`config.mk`:
```
export PLATFORM = sky130hd
export DESIGN_NAME = naf_divide
export DESIGN_NICKNAME = d
export VERILOG_FILES = /design/src/rtl/core/naf_pkg.sv /design/src/rtl/core/naf_divide.sv
export SDC_FILE = /design/constraint.sdc
export NUM_CORES = 1
export LEC_CHECK = 0
export BUFFER_PORTS_ARGS = -buffer_cell sky130_fd_sc_hd__buf_4
export CORE_ASPECT_RATIO = 0.5
export CORE_MARGIN = 10
export CORE_UTILIZATION = 35
export CTS_BUF_LIST = sky130_fd_sc_hd__clkbuf_4 sky130_fd_sc_hd__clkbuf_8
export DETAILED_ROUTE_END_ITERATION = 12
export MAX_ROUTING_LAYER = met4
export SYNTH_ARGS = -nofsm -noshare
export SYNTH_HDL_FRONTEND = slang
export SYNTH_SLANG_ARGS = --single-unit
```
`constraint.sdc`:
```
create_clock -name clk -period 0.8 [get_ports clk]
set_input_delay 0.16 -clock clk [delete_from_list [all_inputs] [get_ports clk]]
set_output_delay 0.16 -clock clk [all_outputs]
set_load 0.02 [all_outputs]
```
`src/rtl/core/naf_pkg.sv`:
```
// shared types and constants for the 3x3 neighbour mean filter
// no dependencies
`timescale 1ns / 1ps

package naf_pkg;

    localparam int PIX_W        = 8;
    localparam int WIDTH_REG_W  = 11;
    localparam int HEIGHT_REG_W = 13;
    localparam int CFG_DATA_W   = 13;
    localparam int CFG_INDEX_W  = 1;
    localparam int MAX_WIDTH    = 1024;
    localparam int MAX_HEIGHT   = 4096;
    localparam int MIN_DIM      = 2;
    localparam int RESET_WIDTH  = 640;
    localparam int RESET_HEIGHT = 480;
    localparam int COL_W        = $clog2(MAX_WIDTH);
    localparam int OUT_ROW_W    = $clog2(MAX_HEIGHT);
    localparam int IN_ROW_W     = OUT_ROW_W + 1;
    localparam int SUM_W        = PIX_W + 3;

    localparam logic [CFG_INDEX_W-1:0] REG_IMAGE_WIDTH  = 1'b0;
    localparam logic [CFG_INDEX_W-1:0] REG_IMAGE_HEIGHT = 1'b1;

    typedef enum logic [1:0] {
        CNT_THREE,
        CNT_FIVE,
        CNT_EIGHT
    } cnt_code_t;

    typedef struct packed {
        logic               has_pix;
        logic [PIX_W-1:0]   pix;
        logic [COL_W-1:0]   col;
        logic               emit;
        logic               top;
        logic               bottom;
        logic               left;
        logic               right;
        logic               last;
    } naf_item_t;

    typedef struct packed {
        logic               valid;
        logic [SUM_W-1:0]   sum;
        cnt_code_t          cnt;
        logic               last;
    } naf_sum_t;

    typedef struct packed {
        logic [WIDTH_REG_W-1:0]  width;
        logic [HEIGHT_REG_W-1:0] height;
        logic [COL_W-1:0]        in_col;
        logic [IN_ROW_W-1:0]     in_row;
        logic [COL_W-1:0]        out_col;
        logic [OUT_ROW_W-1:0]    out_row;
    } naf_stat_t;

endpackage

```
`src/rtl/core/naf_divide.sv`:
```
// divide by neighbour count (3, 5 or 8) and hold the result register
// depends on naf_pkg
`timescale 1ns / 1ps

module naf_divide
    import naf_pkg::*;
(
    input  logic             clk,
    input  logic             rst_n,
    input  logic             en,
    input  naf_sum_t         sum_in,
    output logic             out_valid,
    output logic [PIX_W-1:0] filtered_value,
    output logic             frame_last
);

    localparam int PROD_W  = 2 * SUM_W;
    localparam int RECIP3  = 683;
    localparam int SHIFT3  = 11;
    localparam int RECIP5  = 1639;
    localparam int SHIFT5  = 13;
    localparam int SHIFT8  = 3;

    logic [PROD_W-1:0] prod3;
    logic [PROD_W-1:0] prod5;
    logic [PROD_W-1:0] quot3;
    logic [PROD_W-1:0] quot5;
    logic [SUM_W-1:0]  quot8;
    logic [PIX_W-1:0]  value_next;

    logic              out_valid_reg;
    logic [PIX_W-1:0]  value_reg;
    logic              last_reg;

    // reciprocal multiply, exact over the sum range of each case
    always_comb
    begin
        prod3 = PROD_W'(sum_in.sum) * PROD_W'(RECIP3);
        prod5 = PROD_W'(sum_in.sum) * PROD_W'(RECIP5);
        quot3 = prod3 >> SHIFT3;
        quot5 = prod5 >> SHIFT5;
        quot8 = sum_in.sum >> SHIFT8;
        case (sum_in.cnt)
            CNT_THREE: value_next = quot3[PIX_W-1:0];
            CNT_FIVE:  value_next = quot5[PIX_W-1:0];
            CNT_EIGHT: value_next = quot8[PIX_W-1:0];
            default:   value_next = quot8[PIX_W-1:0];
        endcase
    end

    always_ff @(posedge clk or negedge rst_n)
    begin
        if (!rst_n)
        begin
            out_valid_reg <= 1'b0;
        end
        else if (en)
        begin
            out_valid_reg <= sum_in.valid;
        end
    end

    always_ff @(posedge clk)
    begin
        if (en && sum_in.valid)
        begin
            value_reg <= value_next;
            last_reg  <= sum_in.last;
        end
    end

    assign out_valid      = out_valid_reg;
    assign filtered_value = value_reg;
    assign frame_last     = last_reg;

endmodule

```
# Word level (Yosys, flattened, before mapping)
# Cells that the tools add are included.
# word_totals
ff_bits,10
output_inout_bits,10
input_bits,18
elab_cells,9
# op_classes
mul,2
n_eq_ne,1
reduce_logical,2
n_mux,1
# ops
op,n
11-bit by 11-bit multiplier with 21-bit output (second input constant),1
11-bit by 10-bit multiplier with 19-bit output (second input constant),1
8-bit one-hot mux with 2 select lines,1
2-bit by 1-bit equality test with 1-bit output (second input constant),1
2-bit zero test,1
1-bit logical AND,1

# Depth between registers and ports, before layout
# logic_depth
depth_word,2
ltp_mapped,18
ltp_nobuf,17

# Worst setup path before layout
# Ideal clock, no wire load.
# synth_path
kind,input-to-reg
startpoint,input port sum_in[9] (netlist bit)
endpoint,"register value_reg[7], in the netlist filtered_value[7] (data pin)"
required_time_ps,539
path_stages,17
n_path_buf,0
setup_time_ps,261
path_slack_ps,-4101
arrival_time_ps,4640
cell_sequence,ha_1 -> inv_1 -> fa_1 -> inv_1 -> fa_1 -> fa_1 -> inv_1 -> fa_1 -> inv_1 -> ha_1 -> a41o_1 -> a221oi_2 -> inv_2 -> o41ai_4 -> o2111ai_1 -> xnor2_1 -> a221o_1
# synth_between
elab_chain_len,2
elab_cells_between_ends,3
classes_between,mul (2); mux (1)
# synth_lines
item,line,text
"start, declared",naf_divide.sv:11,"input naf_sum_t sum_in,"
11-bit by 11-bit multiplier with 21-bit output or 11-bit by 10-bit multiplier with 19-bit output (tied branches),"naf_divide.sv:39, naf_divide.sv:38",
8-bit one-hot mux with 2 select lines (*),naf_divide.sv:43,case (sum_in.cnt)
named net value_next[7],naf_divide.sv:29,logic [PIX_W-1:0] value_next;
"end signal, assigned",naf_divide.sv:67,value_reg <= value_next;
"end, declared",naf_divide.sv:32,logic [PIX_W-1:0] value_reg;
# Mark *: on every way through the listed nets, which the timed path passes. The rest lies on a longest branch.
# A chain may end at the register's enable or synchronous reset.

# Worst setup path in the final report
# layout_path
startpoint,input port sum_in[6] (netlist bit)
endpoint,"register value_reg[6], in the netlist filtered_value[6] (data pin)"
# The elaborated chain is that of the path after synthesis.

==> flow_metrics.env <==
export IMPL_path_class="primary input to register"
export IMPL_rows=28
export IMPL_fin_hold_ws_ps=99.36
export IMPL_die_area_um2=17690
export IMPL_drt_initial_drc_count=133
export IMPL_power_mw=18.44
export IMPL_syn_to_final_growth_pct=42.50
export IMPL_cts_tree="yes"
export IMPL_ios=28
export IMPL_r2r_end="out_valid"
export IMPL_min_delay_start="sum_in[0]"
export IMPL_start_util_pct=36.42
export IMPL_cp_slowest_cell="fa_1"
export IMPL_critPathTopFamily="adder cells"
export IMPL_grt_pass1_wl_mm=18.20
export IMPL_antenna_cells=0
export IMPL_numCtsBuffers=3
export IMPL_synth_distinct_cells=47
export IMPL_worst_slack_ps=-3643
export IMPL_vias=3576
export IMPL_pwr_share_seq_pct=4.4
export IMPL_r2r_start="out_valid"
export IMPL_startpoint_type="primary input"
export IMPL_cts_sinks=10
export IMPL_clkTransAtPathRegs_ps=50
export IMPL_globalRouteOverflowTotal=0
export IMPL_gp_congestion=0.8926
export IMPL_p_clk_share_pct=2.9
export IMPL_syn_nets=657
export IMPL_synthCells=459
export IMPL_synth_common_cells="inv_1 (140), ha_1 (122), fa_1 (58), o21ai_0 (11), xnor2_1 (11)"
export IMPL_cap_violations=0
export IMPL_yosysTopAreaCell="ha_1"
export IMPL_largest_reg_flops=8
export IMPL_setup_viol=18
export IMPL_fillers=1087
export IMPL_hold_end="frame_last"
export IMPL_synth_area_top_cells="ha_1 (35%), fa_1 (26%), inv_1 (12%)"
export IMPL_final_core_util_pct=51.90
export IMPL_syn_area_per_cell_um2=9.563
export IMPL_fin_skew_ps=0
export IMPL_synth_edf_count=9
export IMPL_io_buffers=27
export IMPL_netlist_area_leader_share_pct=34.78
export IMPL_first_pass_iters=4
export IMPL_synth_top_flop_cell="edfxtp_1"
export IMPL_seq_area_frac_synth_pct=6.727
export IMPL_die_height_um=99.19
export IMPL_p_sw_share_pct=46.03
export IMPL_failed_checks="negative setup slack"
export IMPL_netlist_area_um2=4389
export IMPL_crit_chain="buf_12 -> ha_4 -> inv_2 -> fa_1 -> inv_1 -> fa_1 -> fa_1 -> inv_2 -> fa_2 -> inv_2 -> ha_4 -> a41o_1 -> a221oi_2 -> inv_2 -> o41ai_4 -> buf_4 -> o21ai_2 -> xor2_1 -> a221o_1"
export IMPL_finalNetCount=797
export IMPL_insertion_delay_ps=240
export IMPL_remaining_drc_errors=0
export IMPL_vias_per_cell=4.687
export IMPL_finalCriticalPeriod_ps=4443
export IMPL_slowest_delay_ps=520
export IMPL_async_flop_share_pct=10.00
export IMPL_ff2ff_path_depth=1
export IMPL_cts_root_buf="clkbuf_8"
export IMPL_status="finished with violations"
export IMPL_ant_nets=0
export IMPL_fmax_mhz=225.1
export IMPL_final_max_slew_viol_count=0
export IMPL_internal_power_mw=9.954
export IMPL_drt_total_wl_mm=11.14
export IMPL_arrival_ps=4430
export IMPL_slew_headroom_pct=76.01
export IMPL_die_w_um=178.4
export IMPL_endpoint_kind="register"
export IMPL_holdPathStages=1
export IMPL_worst_pin_slew_ps=358.0
export IMPL_powerDensity_nw_per_um2=2949
export IMPL_placedCellCount=749
export IMPL_rsz0062_at_grt="yes"
export IMPL_cp_max_fo=4
export IMPL_grt_max_degree=9
export IMPL_yosysWarnings=0
export IMPL_grt_pass1_vias=3577
export IMPL_hold_class="primary input to register"
export IMPL_wl_per_cell_um=14.60
export IMPL_ff2ff_setup_slack_ps=30
export IMPL_p_leak_nw=3.288
export IMPL_grt_usage_pct=12.99
export IMPL_hpwlAfterDp_mm=9.999
export IMPL_layout_drive_gt1_share_pct=35.12
export IMPL_period_share_pct=555.4
export IMPL_post_synth_top_count_cell="inv_1"
export IMPL_ys_seq_elements=10
export IMPL_instances_no_fill=763
export IMPL_antenna_found_initial=0
export IMPL_hold_viol=0
export IMPL_required_ps=790
export IMPL_crit_top_cell="inv_2"
export IMPL_peakVddDrop_mv=1.794
export IMPL_core_area_um2=12050
export IMPL_pwr_share_comb_pct=92.6
export IMPL_path_buf_inv=7
export IMPL_cts_buffer_depth=2
export IMPL_htreeDepth=1
export IMPL_switchingPower_mw=8.490
## repair_timing
action,in CTS,in global routing
setup endpoints to repair,18,19
hold buffers,1,0
hold endpoints to repair,1,0
pin swaps,27,17
buffers inserted,7,4
resized for setup,46,27
## layout make-up
type,instances,area [µm²],area share [%]
multi-input combinational,304,3986,63.73
tap,165,206.4,3.301
clock buffer,3,41.29,0.6601
inverter,141,531.8,8.502
clock inverter,1,3.754,0.06001
timing repair buffer,139,1189,19.00
sequential,10,296.5,4.741
## cells by family (layout without fill, tap and decap cells)
family,after synthesis,count (layout),share of synthesized area [%]
fa+ha+maj,180,180,61.23
buf+inv,145,284,12.57
compound gates,54,54,9.237
simple gates,47,47,5.417
xor+xnor,17,17,3.392
flops,10,10,6.727
mux,6,6,1.425
## worst max path at each step
stage	slack, ps	endpoint	start	cells after the start
finish	-3640	filtered_value[6]	sum_in[6]	19
global route	-3770	filtered_value[6]	sum_in[6]	19
CTS	-3630	filtered_value[6]	sum_in[6]	19
detailed placement	-4070	filtered_value[7]	sum_in[6]	18
global placement	-4040	filtered_value[7]	sum_in[6]	18
floorplan	-3760	filtered_value[7]	sum_in[6]	17
## routing by layer
layer  global-route usage [%]  up-vias  wire [µm]
li1                         -     1770          -
met1                    19.14     1751       5709
met2                    19.63       51       5013
met3                   0.9811        4        382
met4                    1.137        0         38
met5                        -        -          0
## cells in the final DEF, fill, tap and decap left out, types with 10 or more instances in the layout
master   Yosys  final
nand2_1     10     10
inv_1      140    128
ha_4         0     24
inv_2        1     12
buf_6        1     24
buf_4        0    109
fa_1        58     57
ha_1       122     96
## power by group through the flow
stage          registers (mW)  clock network [mW]  logic, mW
3_5_place_dp            0.808                   0       14.6
2_1_floorplan           0.926                   0       9.40
6_report                0.816               0.543       17.1
5_1_grt                 0.824               0.588       19.0
4_1_cts                 0.818               0.555       16.1
3_3_place_gp            0.804                   0       14.4
## metrics by stage
stage / setup WS, ps / TNS (ps) / cell area, µm²
4_1_cts: -3631 / -29690 / 6086
3_5_place_dp: -4067 / -31350 / 5762
5_1_grt: -3774 / -30890 / 6255
3_3_place_gp: -4043 / -31130 / 5762
2_1_floorplan: -3764 / -27010 / 4597
6_report: -3643 / -29530 / 6255
Note: power is estimated with default switching activity, not from simulation.
