### src/rtl/core/naf_pkg.sv
// shared types and constants for the 3x3 neighbour mean filter
// no dependencies
`timescale 1ns / 1ps

package naf_pkg;

    localparam int PIX_W        = 8;
    localparam int WIDTH_REG_W  = 11;
    localparam int HEIGHT_REG_W = 13;
    localparam int CFG_DATA_W   = 13;
    localparam int CFG_INDEX_W  = 1;
    localparam int MAX_WIDTH    = 1024;
    localparam int MAX_HEIGHT   = 4096;
    localparam int MIN_DIM      = 2;
    localparam int RESET_WIDTH  = 640;
    localparam int RESET_HEIGHT = 480;
    localparam int COL_W        = $clog2(MAX_WIDTH);
    localparam int OUT_ROW_W    = $clog2(MAX_HEIGHT);
    localparam int IN_ROW_W     = OUT_ROW_W + 1;
    localparam int SUM_W        = PIX_W + 3;

    localparam logic [CFG_INDEX_W-1:0] REG_IMAGE_WIDTH  = 1'b0;
    localparam logic [CFG_INDEX_W-1:0] REG_IMAGE_HEIGHT = 1'b1;

    typedef enum logic [1:0] {
        CNT_THREE,
        CNT_FIVE,
        CNT_EIGHT
    } cnt_code_t;

    typedef struct packed {
        logic               has_pix;
        logic [PIX_W-1:0]   pix;
        logic [COL_W-1:0]   col;
        logic               emit;
        logic               top;
        logic               bottom;
        logic               left;
        logic               right;
        logic               last;
    } naf_item_t;

    typedef struct packed {
        logic               valid;
        logic [SUM_W-1:0]   sum;
        cnt_code_t          cnt;
        logic               last;
    } naf_sum_t;

    typedef struct packed {
        logic [WIDTH_REG_W-1:0]  width;
        logic [HEIGHT_REG_W-1:0] height;
        logic [COL_W-1:0]        in_col;
        logic [IN_ROW_W-1:0]     in_row;
        logic [COL_W-1:0]        out_col;
        logic [OUT_ROW_W-1:0]    out_row;
    } naf_stat_t;

endpackage

### src/rtl/core/naf_ctrl.sv
// frame size registers, input and output position counters, per-transfer decode
// depends on naf_pkg
`timescale 1ns / 1ps

module naf_ctrl
    import naf_pkg::*;
(
    input  logic                   clk,
    input  logic                   rst_n,
    input  logic                   cfg_we,
    input  logic [CFG_INDEX_W-1:0] cfg_index,
    input  logic [CFG_DATA_W-1:0]  cfg_data,
    input  logic                   accept,
    input  logic [PIX_W-1:0]       pixel_value,
    input  logic                   drain,
    output logic                   item_valid,
    output naf_item_t              item,
    output naf_stat_t              stat
);

    logic [WIDTH_REG_W-1:0]  width_reg,   width_next;
    logic [HEIGHT_REG_W-1:0] height_reg,  height_next;
    logic [COL_W-1:0]        in_col_reg,  in_col_next;
    logic [IN_ROW_W-1:0]     in_row_reg,  in_row_next;
    logic [COL_W-1:0]        out_col_reg, out_col_next;
    logic [OUT_ROW_W-1:0]    out_row_reg, out_row_next;

    logic                    has_pix;
    logic                    skip;
    logic                    emit;
    logic                    in_wrap;
    logic                    top, bottom, left, right, last;
    logic [WIDTH_REG_W-1:0]  cfg_w;
    logic [HEIGHT_REG_W-1:0] cfg_h;

    always_comb
    begin
        cfg_w = cfg_data[WIDTH_REG_W-1:0];
        if (cfg_w < WIDTH_REG_W'(MIN_DIM))
        begin
            cfg_w = WIDTH_REG_W'(MIN_DIM);
        end
        else if (cfg_w > WIDTH_REG_W'(MAX_WIDTH))
        begin
            cfg_w = WIDTH_REG_W'(MAX_WIDTH);
        end
        cfg_h = cfg_data[HEIGHT_REG_W-1:0];
        if (cfg_h < HEIGHT_REG_W'(MIN_DIM))
        begin
            cfg_h = HEIGHT_REG_W'(MIN_DIM);
        end
        else if (cfg_h > HEIGHT_REG_W'(MAX_HEIGHT))
        begin
            cfg_h = HEIGHT_REG_W'(MAX_HEIGHT);
        end
    end

    always_comb
    begin
        has_pix = in_row_reg < IN_ROW_W'(height_reg);
        skip    = has_pix && drain;
        emit    = (in_row_reg >= IN_ROW_W'(2))
                  || ((in_row_reg == IN_ROW_W'(1)) && (in_col_reg != '0));
        in_wrap = (WIDTH_REG_W'(in_col_reg) + WIDTH_REG_W'(1)) >= width_reg;
        top     = out_row_reg != '0;
        bottom  = (HEIGHT_REG_W'(out_row_reg) + HEIGHT_REG_W'(1)) < height_reg;
        left    = out_col_reg != '0;
        right   = (WIDTH_REG_W'(out_col_reg) + WIDTH_REG_W'(1)) < width_reg;
        last    = !bottom && !right;
    end

    always_comb
    begin
        width_next   = width_reg;
        height_next  = height_reg;
        in_col_next  = in_col_reg;
        in_row_next  = in_row_reg;
        out_col_next = out_col_reg;
        out_row_next = out_row_reg;
        if (cfg_we)
        begin
            case (cfg_index)
                REG_IMAGE_WIDTH:  width_next  = cfg_w;
                REG_IMAGE_HEIGHT: height_next = cfg_h;
                default:          width_next  = width_reg;
            endcase
            in_col_next  = '0;
            in_row_next  = '0;
            out_col_next = '0;
            out_row_next = '0;
        end
        else if (accept && !skip)
        begin
            if (in_wrap)
            begin
                in_col_next = '0;
                in_row_next = in_row_reg + IN_ROW_W'(1);
            end
            else
            begin
                in_col_next = in_col_reg + COL_W'(1);
            end
            if (emit)
            begin
                if (last)
                begin
                    in_col_next  = '0;
                    in_row_next  = '0;
                    out_col_next = '0;
                    out_row_next = '0;
                end
                else if (!right)
                begin
                    out_col_next = '0;
                    out_row_next = out_row_reg + OUT_ROW_W'(1);
                end
                else
                begin
                    out_col_next = out_col_reg + COL_W'(1);
                end
            end
        end
    end

    always_ff @(posedge clk or negedge rst_n)
    begin
        if (!rst_n)
        begin
            width_reg   <= WIDTH_REG_W'(RESET_WIDTH);
            height_reg  <= HEIGHT_REG_W'(RESET_HEIGHT);
            in_col_reg  <= '0;
            in_row_reg  <= '0;
            out_col_reg <= '0;
            out_row_reg <= '0;
        end
        else
        begin
            width_reg   <= width_next;
            height_reg  <= height_next;
            in_col_reg  <= in_col_next;
            in_row_reg  <= in_row_next;
            out_col_reg <= out_col_next;
            out_row_reg <= out_row_next;
        end
    end

    always_comb
    begin
        item_valid   = accept && !skip;
        item.has_pix = has_pix;
        item.pix     = has_pix ? pixel_value : '0;
        item.col     = in_col_reg;
        item.emit    = emit;
        item.top     = top;
        item.bottom  = bottom;
        item.left    = left;
        item.right   = right;
        item.last    = last;
        stat.width   = width_reg;
        stat.height  = height_reg;
        stat.in_col  = in_col_reg;
        stat.in_row  = in_row_reg;
        stat.out_col = out_col_reg;
        stat.out_row = out_row_reg;
    end

endmodule

### config.mk
export PLATFORM = sky130hd
export DESIGN_NAME = naf_ctrl
export DESIGN_NICKNAME = d
export VERILOG_FILES = /design/src/rtl/core/naf_pkg.sv /design/src/rtl/core/naf_ctrl.sv
export SDC_FILE = /design/constraint.sdc
export NUM_CORES = 1
export LEC_CHECK = 0
export BUFFER_PORTS_ARGS = -buffer_cell sky130_fd_sc_hd__buf_2
export CAP_MARGIN = 25
export CORE_ASPECT_RATIO = 1.1
export CORE_MARGIN = 2
export CORE_UTILIZATION = 45
export CTS_BUF_LIST = sky130_fd_sc_hd__clkbuf_4
export CTS_CLUSTER_DIAMETER = 80
export DETAILED_ROUTE_END_ITERATION = 12
export PLACE_DENSITY = 0.75
export SYNTH_ARGS = -nofsm -noshare
export SYNTH_HDL_FRONTEND = slang
export SYNTH_SLANG_ARGS = --single-unit
### constraint.sdc
create_clock -name clk -period 9.5 [get_ports clk]
set_clock_uncertainty 0.1 [all_clocks]
set_input_delay 1.9 -clock clk [delete_from_list [all_inputs] [get_ports clk]]
set_output_delay 1.9 -clock clk [all_outputs]
set_load 0.005 [all_outputs]
# Word level (Yosys, flattened, before mapping)
# Index checks and enable logic that the tools add are counted.
# Widths: inputs -> output; s select.
# totals
register_bits	69
input_bits	27
wordCells	67
out_inout_bits	95
# classes
magnitude_cmp	9
mux	25
eq_ne	2
add_sub_neg	7
bitwise_logic	1
reduce_logical	17
# op_table
cell	n
$mux 10	10
$mux 13	7
$mux 12	5
$lt 13x13->1	2
$add 10x1->11 const B	2
$mux 11	2
$add 10x1->10 const B	2
$reduce_bool 10->1	2
$add 12x1->13 const B	1
$add 13x1->13 const B	1
$eq 13x1->1 const B	1
$ge 13x2->1 const B	1
$gt 13x13->1 const B	1
$lt 13x2->1 const B	1
$add 12x1->12 const B	1
$reduce_bool 12->1	1
$ge 11x11->1	1
$gt 11x11->1 const B	1
$lt 11x11->1	1
$lt 11x2->1 const B	1
$mux 8	1
$reduce_and 2->1	3
$logic_and 1x1->1	4
$reduce_bool 2->1	2
5 further kinds	7

# Longest topological paths before layout
# logic_depth
depth_word	8
ltp_mapped	16
ltp_nobuf	14

# Worst setup path after synthesis
# No wires, ideal clock.
# synth_timing
path_kind	register to output
startpoint	register out_row_reg[0]
endpoint	output item[0] (netlist bit)
arrival_ps	2833
n_path_buf	2
t_required_ps	7500
stages_incl_launch_ff	15
path_slack_ps	4667
cell_sequence	dfrtp_1 -> ha_1 -> nand3_1 -> nor3_1 -> nand3_1 -> xnor2_1 -> ha_1 -> a21o_1 -> a21o_1 -> a21oi_1 -> nand3_1 -> clkbuf_1 -> inv_1 -> nor2_1 -> buf_4
# synth_via
elab_chain_cells	4
# synth_lines
element	line_no	rtl
from (decl)	naf_ctrl.sv:26	logic [OUT_ROW_W-1:0] out_row_reg, out_row_next;
from (signal assigned)	naf_ctrl.sv:143	out_row_reg <= out_row_next;
$add 12x1->13	naf_ctrl.sv:66	bottom = (HEIGHT_REG_W'(out_row_reg) + HEIGHT_REG_W'(1)) < height_reg;
$lt 13x13->1	naf_ctrl.sv:66	
named net bottom	naf_ctrl.sv:32	logic top, bottom, left, right, last;
$logic_not 1->1	naf_ctrl.sv:69	last = !bottom && !right;
$logic_and 1x1->1	naf_ctrl.sv:69	
to (decl)	naf_ctrl.sv:17	output naf_item_t item,
# The timed path passes the listed nets, and every way through them passes these cells.

==> results list <==
- Dividing the detail-routed wire length by the instance count gives 16.9 um.
- Number of max-capacitance violations reported: 0
- The clock passes through at most 2 buffers.
- After synthesis the cells add up to 5080 um2.
- The Yosys step of the flow raised 0 warnings.
- Measured against its own limit, the worst slew margin works out to 40.9%.
* Buffers & Inverters on Critical Path: 2
* Slack of the critical path: roughly 3600 ps
- Routed signal wires occupy layers up through met4.
- Final #Nets: 763
- The worst hold path belongs to the class flop to flop.
* Placeable core region: 11000 um2
* Slew at the pin closest to its max-slew limit: 886 ps
* CTS tree: done
* Leakage power total: 2.94 nW
* Post-synthesis area per instance: about 8.7 um2
- CTS-repair resized insts: 0
* Largest delay contributor family on the critical path: simple AND/OR/NAND/NOR gates
* Routed metal-1 wire length: between 6000 and 7000 um
* Die extent in y: 115 um
* WL final: 14100 um
- In this run, synthesis inferred 0 flip-flops with an integrated enable.
- Global-route usage over all layers: a little under a quarter
- First-pass GRT wire length: 23000 um
* Most common library cell in the layout ignoring fill and taps: buf_2
- Die area: 12200 um2
- In the final layout, the share of cells above drive strength 1 is a little under a quarter.
- The first detailed-routing pass ran for 5 iterations.
- Site row count: 40
* Count of hold buffers inserted by post-cts repair: 0
- Final hold analysis gives a worst-case slack of 418 ps.
- Pin count of the biggest net entering global routing: 70
- In this run the power density over the cells is 111 nW/um2.
* Layout Area Growth over Synthesis: 14.5%
- The startpoint identified for the worst register-to-register timing path is out_row_reg[0]$_DFFE_PN0P_.
- The cell count after synthesis came out at 584.
- The number of different library cells used by synthesis comes to 56.
* GRT overflow: 0
* Fmax: 170 MHz
- Post-synthesis sequential element count: 69
- Along the worst hold path, the cell count comes to 2.
- Final hold violations: 0
- The number of nets handed over by synthesis was 665.
* Worst hold endpoint: width_reg[9]$_DFFE_PN1P_
- Detailed placement finished with a half-perimeter wire length of 10900 um.
* Clock buffers created by TritonCTS: 9
- Terminus of the critical flop-to-flop path: in_row_reg[7]$_DFFE_PN0P_
- In the layout the commonest cells are 121 x buf_2, 63 x dfrtp_1, 54 x ha_1.
* Share of the cycle needed by the critical path after routing: 62.0%
- VDD sags by at most 0.0000552 V.
- Clock-pin slew on the worst setup and hold paths: 130 ps
- Before CTS, the worst setup slack after placement is 4100 ps.
* CP max-delay cell: nor3_1
- Count of vias placed by the detailed router: 4822
- For the worst flop-to-flop path, the logic depth is 13.
- CTS H-Tree Depth: 3
- Unrepaired setup endpoints after global routing: false
- After synthesis, the share of flip-flops with an asynchronous set or reset is 100%.
- During I/O placement, the number of pins put on the boundary was 122.
* Clock tree root driver cell: clkbuf_4
- The worst setup path is captured at a primary output.
- Run status: finished, final reports clean
- The smallest clock period supported by the final layout is computed as 5890 ps.
* Launching element type of the critical path: flop
- The initial antenna violation count was 1.
- Post-route DRC violation count: 0
- Number of pins exceeding their max-slew limit in the final report: 0
* Via-per-instance ratio: 5.77
* Amount of wire on met2 after detailed routing: 6890 um
- Adding up every negative setup slack in the final design gives 0 ps.
* Cell-by-cell listing of the critical path: ha_1 -> nand3_1 -> nor3_1 -> nand3_1 -> xnor2_1 -> ha_1 -> a21o_1 -> a21o_1 -> a21oi_1 -> nand3_1 -> inv_1 -> nor2_1 -> buf_2
- Portion of the post-synthesis area used by sequential elements: 34.1%
- Met3 routed WL: 851 um
- Max Fanout on Critical Path: 12
* # setup viols final: 0
- Routability-driven placement finished with a final weighted congestion of roughly 0.95.
- Count of input and output buffers: 121
- TritonCTS Sinks: 69
* Max incr delay on CP: roughly 530 ps
* Violation count after the first detailed-routing iteration: 349
- The die is approximately 110 um wide.
- Worst Hold Launch: width_reg[9]$_DFFE_PN1P_
- Worst R2R Setup Slack: ~5200 ps
- The worst setup path is of the flop to primary output kind.
- The cell that appears most often on the critical path is nand3_1.
- Initial core utilization: 46.3%
- Post-DRT Antenna Nets: 0
- Data on the critical path is required at its endpoint by 7500 ps.
- Synth Flop Type: dfrtp_1
* Data arrival, critical path: 3890 ps
- The number of global-route vias before repair came to 4486.
- Once the clock tree was built, the setup fixing pass inserted 0 buffers.
- Latest clock arrival within the worst-skew pair: 420 ps
[kinds of logic (layout without fill, tap and decap cells)]
group,after synthesis,after routing,synth area share [%]
and+or+nand+nor,200,200,20.3
AOI/OAI and AO/OA,155,155,20.0
buffers and inverters,77,180,6.99
DFF,69,69,34.1
adders and majority gates,54,54,13.3
xor gates and xnor gates,24,24,4.14
muxes,5,5,1.06
other,0,1,0
[cell usage after synthesis (12+ instances only)]
cell | n | area share [%]
nand2_1 | 52 | 3.8
inv_1 | 39 | 2.9
and3_1 | 12 | 1.5
nor2_1 | 30 | 2.2
and2_1 | 13 | 1.6
nor3_1 | 13 | 1.3
a21oi_1 | 45 | 4.4
clkbuf_1 | 18 | 1.3
ha_1 | 54 | 13
a22o_1 | 25 | 4.3
nand3_1 | 27 | 2.7
o21ai_0 | 39 | 3.8
buf_4 | 17 | 2.5
nand4_1 | 13 | 1.6
dfrtp_1 | 63 | 31
xor2_1 | 14 | 2.4
[routing by layer]
layer  track usage [%]  vias to the layer above
met5                 0                        -
met4              7.29                        0
met3              2.98                       14
met2              39.9                      179
met1              32.3                     2316
li1                  -                     2313
[worst register-to-register path, delay by kind of cell (launching register included)]
family	cells	cell delay [ps]
xor+xnor	1	240
flops	1	450
fa+ha+maj	2	540
compound gates	5	1190
simple gates	5	1680
[power by group]
part / internal, mW / switching, mW / total (mW) / leakage, nW
sequential: 0.308 / 0.0138 / 0.322 / 0.923
clock: 0.0804 / 0.114 / 0.195 / 0.0689
combinational: 0.0500 / 0.0773 / 0.127 / 1.94
total: 0.438 / 0.205 / 0.643 / 2.94
[stage by stage]
stage / instances / utilization (%) / total power, mW / cell area (um2)
floorplan: 584 / - / 0.399 / 5080
global placement: 818 / 51.9 / 0.448 / 5690
detailed placement: 818 / 51.9 / 0.454 / 5690
CTS: 834 / 53.1 / 0.646 / 5820
global route: 835 / 53.1 / 0.678 / 5820
finish: 835 / 53.1 / 0.643 / 5820
[worst max path at each step]
| stage | end | cells after the start | from | slack, ps |
|---|---|---|---|---|
| after global routing | item[0] | 13 | out_row_reg[1]$_DFFE_PN0P_ | 3210 |
| after global placement | item[0] | 13 | out_row_reg[0]$_DFFE_PN0P_ | 4300 |
| final | item[0] | 13 | out_row_reg[0]$_DFFE_PN0P_ | 3610 |
| after CTS | item[0] | 13 | out_row_reg[0]$_DFFE_PN0P_ | 3630 |
| after detailed placement | item[0] | 13 | out_row_reg[0]$_DFFE_PN0P_ | 4100 |
| after floorplan | item[0] | 14 | out_row_reg[0]$_DFFE_PN0P_ | 4670 |
[cell type report]
type | count | area (um2)
clock inverters | 6 | 53.8
multi-input cells | 438 | 2990
flip-flops and latches | 69 | 1730
fillers | 1050 | 5140
inverters | 40 | 150
clock buffers | 10 | 75.1
diodes | 1 | 2.50
well taps | 147 | 184
repair buffers | 124 | 628
(Power assumes the default switching activity.)
